### config.mk
export PLATFORM = sky130hd
export DESIGN_NAME = ipmb_frame_validator_core
export DESIGN_NICKNAME = d
export VERILOG_FILES = /design/src/rtl/ipmbv_pkg.sv /design/src/rtl/ipmbv_accum.sv /design/src/rtl/ipmbv_verdict.sv /design/src/rtl/ipmb_frame_validator_core.sv
export SDC_FILE = /design/constraint.sdc
export NUM_CORES = 1
export LEC_CHECK = 0
export ABC_AREA = 1
export BUFFER_PORTS_ARGS = -buffer_cell sky130_fd_sc_hd__buf_4
export CORE_MARGIN = 2
export CORE_UTILIZATION = 45
export CTS_CLUSTER_DIAMETER = 200
export DETAILED_ROUTE_END_ITERATION = 10
export PLACE_DENSITY = 0.7
export SETUP_SLACK_MARGIN = 0.05
export SLEW_MARGIN = 20
export SYNTH_ARGS = -nofsm -noshare
export SYNTH_HDL_FRONTEND = slang
export SYNTH_SLANG_ARGS = --single-unit
export TNS_END_PERCENT = 20
### constraint.sdc
create_clock -name clk -period 9.22 [get_ports clk]
set_input_delay 0.922 -clock clk [delete_from_list [all_inputs] [get_ports clk]]
set_output_delay 0.922 -clock clk [all_outputs]
set_load 0.02 [all_outputs]
### src/rtl/ipmbv_pkg.sv
// Package for the IPMB frame validator: item structs, status and repair codes,
// frame state struct and size limits. No dependencies.
package ipmbv_pkg;

  localparam int MIN_FRAME = 6;
  localparam int MAX_FRAME = 255;
  localparam logic [6:0] OWN_ADDRESS_RESET = 7'd16;

  typedef enum logic [2:0] {
    ST_OK          = 3'd0,
    ST_TOO_SHORT   = 3'd1,
    ST_HEADER_BAD  = 3'd2,
    ST_REPAIR_FAIL = 3'd3,
    ST_DATA_BAD    = 3'd4,
    ST_OVERSIZE    = 3'd5
  } status_t;

  typedef enum logic [1:0] {
    RK_NONE     = 2'd0,
    RK_REPLACED = 2'd1,
    RK_INSERTED = 2'd2
  } repair_kind_t;

  typedef struct packed {
    logic [7:0] data_byte;
    logic       last_byte;
  } byte_item_t;

  typedef struct packed {
    status_t      status;
    logic         is_response;
    logic [5:0]   net_function;
    repair_kind_t repair_kind;
    logic [7:0]   frame_length;
  } verdict_item_t;

  typedef struct packed {
    logic [8:0] byte_count;
    logic [7:0] hdr0;
    logic [7:0] hdr1;
    logic [7:0] hdr2;
    logic [7:0] sum_from_two;
    logic [7:0] sum_from_three;
  } frame_state_t;

endpackage

### src/rtl/ipmbv_accum.sv
// Running frame state: byte count, first three header bytes and the two
// data checksum sums. Depends on ipmbv_pkg.
module ipmbv_accum
  import ipmbv_pkg::*;
(
  input  logic         clk,
  input  logic         rst,
  input  logic         step,
  input  byte_item_t   item,
  output frame_state_t frame
);

  frame_state_t frame_next;

  always_comb begin
    frame_next = frame;
    if (step) begin
      if (item.last_byte) begin
        frame_next = '0;
      end else begin
        if (frame.byte_count != 9'd511) begin
          frame_next.byte_count = frame.byte_count + 9'd1;
        end
        case (frame.byte_count)
          9'd0: frame_next.hdr0 = item.data_byte;
          9'd1: frame_next.hdr1 = item.data_byte;
          9'd2: frame_next.hdr2 = item.data_byte;
          default: ;
        endcase
        if (frame.byte_count >= 9'd2) begin
          frame_next.sum_from_two = frame.sum_from_two + item.data_byte;
        end
        if (frame.byte_count >= 9'd3) begin
          frame_next.sum_from_three = frame.sum_from_three + item.data_byte;
        end
      end
    end
  end

  always_ff @(posedge clk) begin
    if (rst) begin
      frame <= '0;
    end else begin
      frame <= frame_next;
    end
  end

endmodule

### src/rtl/ipmbv_verdict.sv
// Verdict logic for the last byte of a frame: size checks, header checksum
// with address repair, and data checksum. Depends on ipmbv_pkg.
module ipmbv_verdict
  import ipmbv_pkg::*;
(
  input  frame_state_t  frame,
  input  logic [7:0]    data_byte,
  input  logic [6:0]    own_address,
  output verdict_item_t verdict
);

  logic [8:0] cnt;
  logic [7:0] addr;
  logic [7:0] nf_byte;
  logic [7:0] data_sum;
  logic       header_ok;
  repair_kind_t kind;

  always_comb begin
    cnt       = (frame.byte_count != 9'd511) ? frame.byte_count + 9'd1 : 9'd511;
    addr      = {own_address, 1'b0};
    header_ok = 1'b0;
    kind      = RK_NONE;
    nf_byte   = 8'd0;
    data_sum  = 8'd0;

    verdict              = '0;
    verdict.status       = ST_OK;
    verdict.repair_kind  = RK_NONE;
    verdict.frame_length = (cnt > 9'd255) ? 8'd255 : cnt[7:0];

    if (cnt > 9'(MAX_FRAME)) begin
      verdict.status = ST_OVERSIZE;
    end else if (cnt < 9'(MIN_FRAME)) begin
      verdict.status = ST_TOO_SHORT;
    end else begin
      if (8'(frame.hdr0 + frame.hdr1 + frame.hdr2) == 8'd0) begin
        header_ok = 1'b1;
        nf_byte   = frame.hdr1;
      end else if (frame.hdr0 == addr) begin
        verdict.status = ST_HEADER_BAD;
      end else if (8'(addr + frame.hdr1 + frame.hdr2) == 8'd0) begin
        header_ok = 1'b1;
        kind      = RK_REPLACED;
        nf_byte   = frame.hdr1;
      end else if (8'(addr + frame.hdr0 + frame.hdr1) == 8'd0) begin
        header_ok = 1'b1;
        kind      = RK_INSERTED;
        nf_byte   = frame.hdr0;
      end else begin
        verdict.status = ST_REPAIR_FAIL;
      end

      if (header_ok) begin
        data_sum = ((kind == RK_INSERTED) ? frame.sum_from_two : frame.sum_from_three)
                   + data_byte;
        verdict.status       = (data_sum == 8'd0) ? ST_OK : ST_DATA_BAD;
        verdict.net_function = nf_byte[7:2];
        verdict.is_response  = nf_byte[2];
        verdict.repair_kind  = kind;
        if (kind == RK_INSERTED) begin
          verdict.frame_length = (cnt >= 9'd255) ? 8'd255 : 8'(cnt + 9'd1);
        end
      end
    end
  end

endmodule

### src/rtl/ipmb_frame_validator_core.sv
// IPMB frame validator top level: input register, frame state, verdict logic
// and result register. Depends on ipmbv_pkg, ipmbv_accum and ipmbv_verdict.
// A verdict is loaded into the result register when its last byte leaves the input register.
// Throughput: one byte per cycle; a last byte waits in the input register
// only while the result register holds a verdict that is not taken.
// Reset clears the frame state, both valid flags and sets own_address to 16.
module ipmb_frame_validator_core
  import ipmbv_pkg::*;
(
  input  logic          clk,
  input  logic          rst,
  input  logic          byte_valid,
  output logic          byte_stall,
  input  byte_item_t    byte_item,
  output logic          verdict_valid,
  input  logic          verdict_stall,
  output verdict_item_t verdict_item,
  input  logic          cfg_valid,
  output logic          cfg_ready,
  input  logic [6:0]    cfg_data
);

  logic          s1_valid;
  byte_item_t    s1_item;
  logic          s1_adv;
  logic          byte_accept;
  logic          result_load;
  logic [6:0]    own_address;
  frame_state_t  frame;
  verdict_item_t verdict_comb;

  // A last byte can only move on when the result register is free or emptying.
  assign s1_adv      = !(s1_item.last_byte && verdict_valid && verdict_stall);
  assign byte_stall  = s1_valid && !s1_adv;
  assign byte_accept = byte_valid && !byte_stall;
  assign result_load = s1_valid && s1_item.last_byte && s1_adv;
  assign cfg_ready   = 1'b1;

  always_ff @(posedge clk) begin
    if (rst) begin
      own_address <= OWN_ADDRESS_RESET;
    end else if (cfg_valid && cfg_ready) begin
      own_address <= cfg_data;
    end
  end

  always_ff @(posedge clk) begin
    if (rst) begin
      s1_valid <= 1'b0;
    end else if (byte_accept) begin
      s1_valid <= 1'b1;
    end else if (s1_adv) begin
      s1_valid <= 1'b0;
    end
  end

  always_ff @(posedge clk) begin
    if (byte_accept) begin
      s1_item <= byte_item;
    end
  end

  ipmbv_accum u_accum (
    .clk   (clk),
    .rst   (rst),
    .step  (s1_valid && s1_adv),
    .item  (s1_item),
    .frame (frame)
  );

  ipmbv_verdict u_verdict (
    .frame       (frame),
    .data_byte   (s1_item.data_byte),
    .own_address (own_address),
    .verdict     (verdict_comb)
  );

  always_ff @(posedge clk) begin
    if (rst) begin
      verdict_valid <= 1'b0;
    end else if (result_load) begin
      verdict_valid <= 1'b1;
    end else if (!verdict_stall) begin
      verdict_valid <= 1'b0;
    end
  end

  always_ff @(posedge clk) begin
    if (result_load) begin
      verdict_item <= verdict_comb;
    end
  end

  a_stall_only_on_last: assert property (@(posedge clk) disable iff (rst)
    byte_stall |-> (s1_valid && s1_item.last_byte && verdict_valid))
    else $error("Input stalled without a pending last byte.");

  a_last_gives_verdict: assert property (@(posedge clk) disable iff (rst)
    result_load |=> verdict_valid)
    else $error("Last byte did not produce a verdict.");

  a_frame_cleared: assert property (@(posedge clk) disable iff (rst)
    result_load |=> (frame.byte_count == 9'd0))
    else $error("Frame state not cleared after last byte.");

  a_reject_fields: assert property (@(posedge clk) disable iff (rst)
    (verdict_valid && (verdict_item.status == ST_OVERSIZE ||
                       verdict_item.status == ST_TOO_SHORT))
    |-> (verdict_item.repair_kind == RK_NONE && verdict_item.net_function == 6'd0))
    else $error("Rejected frame carries header fields.");

endmodule
==> impl_results.md <==
- Peak Freq: ~190 MHz
- Yosys reg bits: 86
- Die Area: 15300 um^2
- TritonCTS clock tree: built
- Sequential element share of the synthesized area: 0.310
- Post-route minimum period: ~5100 ps
- Placed cell area: between 6000 and 7000 um^2
- Worst r2r dst: verdict_item[19]
- Leakage: ~0.0036 uW
- Worst-skew pair later-pin latency: roughly 350 ps
- RSZ-0062 raised after global routing: no
- Kind of end point of the critical path: register
- Vias in the first global route: 5133
- Post-synthesis cell area: between 6000 and 7000 um^2
- Startpoint type of the worst setup path: register
- Final Cell Area: roughly 7200 um^2
- Critical path type: register to register
- Distinct cells, synth: 50
- Syn Area/Cell: between 7 and 8 um^2
- CP Max Fanout: 16
- CTS Root Cell: clkbuf_16
- R2r worst-path depth: 28
- Synth area leader: dfxtp_1
- Hold-fix buffers at CTS: 0
- Initial core utilization: 0.463
- Die H: roughly 120 um
- Die X: between 100 and 150 um
- Ys flop type: dfxtp_1
- Placement row count: 43
- Setup repair bufs after CTS: 0
- Port Buffers: 42
- NumNets Final: between 1k and 1.5k
- Crit-path slowest cell: fa_1
- Final worst path period share: 0.557
- Layout Utilization: 0.520
- Final GP Congestion: 0.911
- CP Capture Point: verdict_item[19]
- Post-route DRC: 0
- CP required: between 9000 and 10000 ps
- CP arrival: approximately 5200 ps
- Post-DR vias/cell: around 5.2
- Synth warn: 0
- Slew headroom: 0.361
- Final TNS setup: 0 ps
- Run status: finished, final reports clean
- Slew Limit Fails: 0
- H-tree depth: 3
- Hold Fails Final Rpt: 0
- Clock Path Buffers: 2
- CTS buffer count: 9
- Asr flop ratio synth: 0
- Hold WC Path Type: register to register
- Synth Instances: around 880
- Global route overflow: 0
- Wirelength per Cell: 13.7 um
- Max-Cap Viols: 0
- TritonRoute pass-1 iters: 5
- Detail Route Antenna Nets: 0
- Clock sinks: 86
- Power Density: 130 nW/um^2
- I/O pins: 44
- Worst reg2reg path startpoint: u_accum.frame[25]
- Initial antenna violation count: 0
- Worst R2R Setup Slack: just over 4000 ps
- HPWL Detailed: about 12000 um
- Area fraction of the dominant cell type after synthesis: 0.180
- Clock skew: approximately 8.7 ps
- Share of layout cells above drive strength 1: 0.103
- Final setup viols: 0
- GRT Total Usage: 0.213
- Max incr delay on CP: 530 ps
- Post_cts resized: 0
- Critical path startpoint: u_accum.frame[25]
- Syn Nets: 969
- Placeable Area: around 14000 um^2
- Worst-path clk slew: approximately 70 ps
- Detailed Route Iter0 Violations: 516
- First-pass GRT wire length: roughly 25000 um
- Ant diodes: 0
- WL final: ~15000 um
- Top post-synthesis cells by area: dfxtp_1 18%, nand2_1 14%, edfxtp_1 13%
- Largest net degree at the start of global routing: between 40 and 50
- DR vias: around 5.7k
- Syn-to-layout area delta: 12.4%
- Peak supply drop: between 100 and 150 uV
- Worst slew pin tran: 952 ps
- EDFF count, synth: 28
## where the power goes
part / internal [uW] / leakage, uW / switching, uW / total [uW]
logic: 47.3 / 0.00273 / 84.1 / 131
clock network: 237 / 0.000152 / 153 / 390
registers: 401 / 0.000750 / 16.4 / 418
## kinds of logic (layout without fill, tap and decap cells)
family | Yosys count | in the layout | share of synthesized area
DFF | 86 | 86 | 0.310
and+or+nand+nor | 431 | 431 | 0.296
buffers and inverters | 136 | 182 | 0.0811
xor gates and xnor gates | 25 | 25 | 0.0340
AOI/OAI and AO/OA | 123 | 123 | 0.107
other | 1 | 1 | 0.000582
adders and majority gates | 73 | 73 | 0.171
## worst min-delay path by stage
stage | endpoint | slack (ps) | from | cells past startpoint
after detailed placement | u_accum.frame[44] | 460 | u_accum.frame[44] | 2
after global placement | u_accum.frame[44] | 450 | u_accum.frame[44] | 2
after floorplan | u_accum.frame[23] | 440 | u_accum.frame[23] | 2
final | u_accum.frame[44] | 460 | u_accum.frame[44] | 2
after global routing | u_accum.frame[44] | 500 | u_accum.frame[44] | 2
after CTS | u_accum.frame[44] | 470 | u_accum.frame[44] | 2
## per-stage QoR
step | cells | hold WS, ps | setup slack [ps] | total power, uW
after detailed placement | 1085 | 456 | 4100 | 556
after floorplan | 875 | 444 | 4720 | 516
after global routing | 1101 | 502 | 3560 | 984
after CTS | 1101 | 467 | 4100 | 947
final | 1101 | 464 | 4090 | 939
after global placement | 1085 | 454 | 4230 | 555
## cell usage after synthesis, drive strengths merged (2+ instances only)
| library cell | number |
|---|---|
| a21oi | 74 |
| buf | 4 |
| clkbuf | 8 |
| clkinv | 2 |
| dfxtp | 58 |
| edfxtp | 28 |
| fa | 25 |
| ha | 48 |
| inv | 122 |
| nand2 | 250 |
| nand3 | 52 |
| nand3b | 5 |
| nand4 | 16 |
| nor2 | 92 |
| nor3 | 10 |
| nor3b | 2 |
| nor4 | 2 |
| o21ai | 35 |
| o21bai | 4 |
| o311ai | 2 |
| xnor2 | 9 |
| xor2 | 16 |
## registers in the layout (all words and copies together), names as in the netlist
name and count:
s1_item 9, verdict_item 19, s1_valid 1, verdict_valid 1, u_accum.frame 49, own_address 7
## routing by layer
metal,vias up,part of all wire,global-route usage
met5,-,0,0
met4,0,0.0086,0.0447
met3,12,0.063,0.0430
met2,166,0.45,0.333
met1,2581,0.48,0.307
li1,2915,-,-
## cells in the final DEF, fill, tap and decap left out, drive strengths merged, types with 4 or more instances in the layout
master | Yosys | layout
inv | 122 | 122
ha | 48 | 48
o21bai | 4 | 4
xnor2 | 9 | 9
nor3 | 10 | 10
nand4 | 16 | 16
fa | 25 | 25
o21ai | 35 | 35
clkinv | 2 | 5
a21oi | 74 | 74
nand2 | 250 | 250
xor2 | 16 | 16
nand3b | 5 | 5
clkbuf | 8 | 10
nand3 | 52 | 52
edfxtp | 28 | 28
buf | 4 | 42
dfxtp | 58 | 58
nor2 | 92 | 92
## critical path: cells and delay by family, from the launching register on
family,cells,cell delay [ps]
flops,1,370
fa+ha+maj,5,1670
buf+inv,4,540
simple gates,16,1730
compound gates,3,570
## layout make-up
type / instances / area [um^2]
clock buffers: 10 / 229
inverters: 124 / 468
well taps: 180 / 225
repair buffers: 42 / 315
fillers: 1349 / 6690
multi-input cells: 653 / 3920
clock inverters: 6 / 86.3
flip-flops and latches: 86 / 2000
Note: power is estimated with default switching activity, not from simulation.
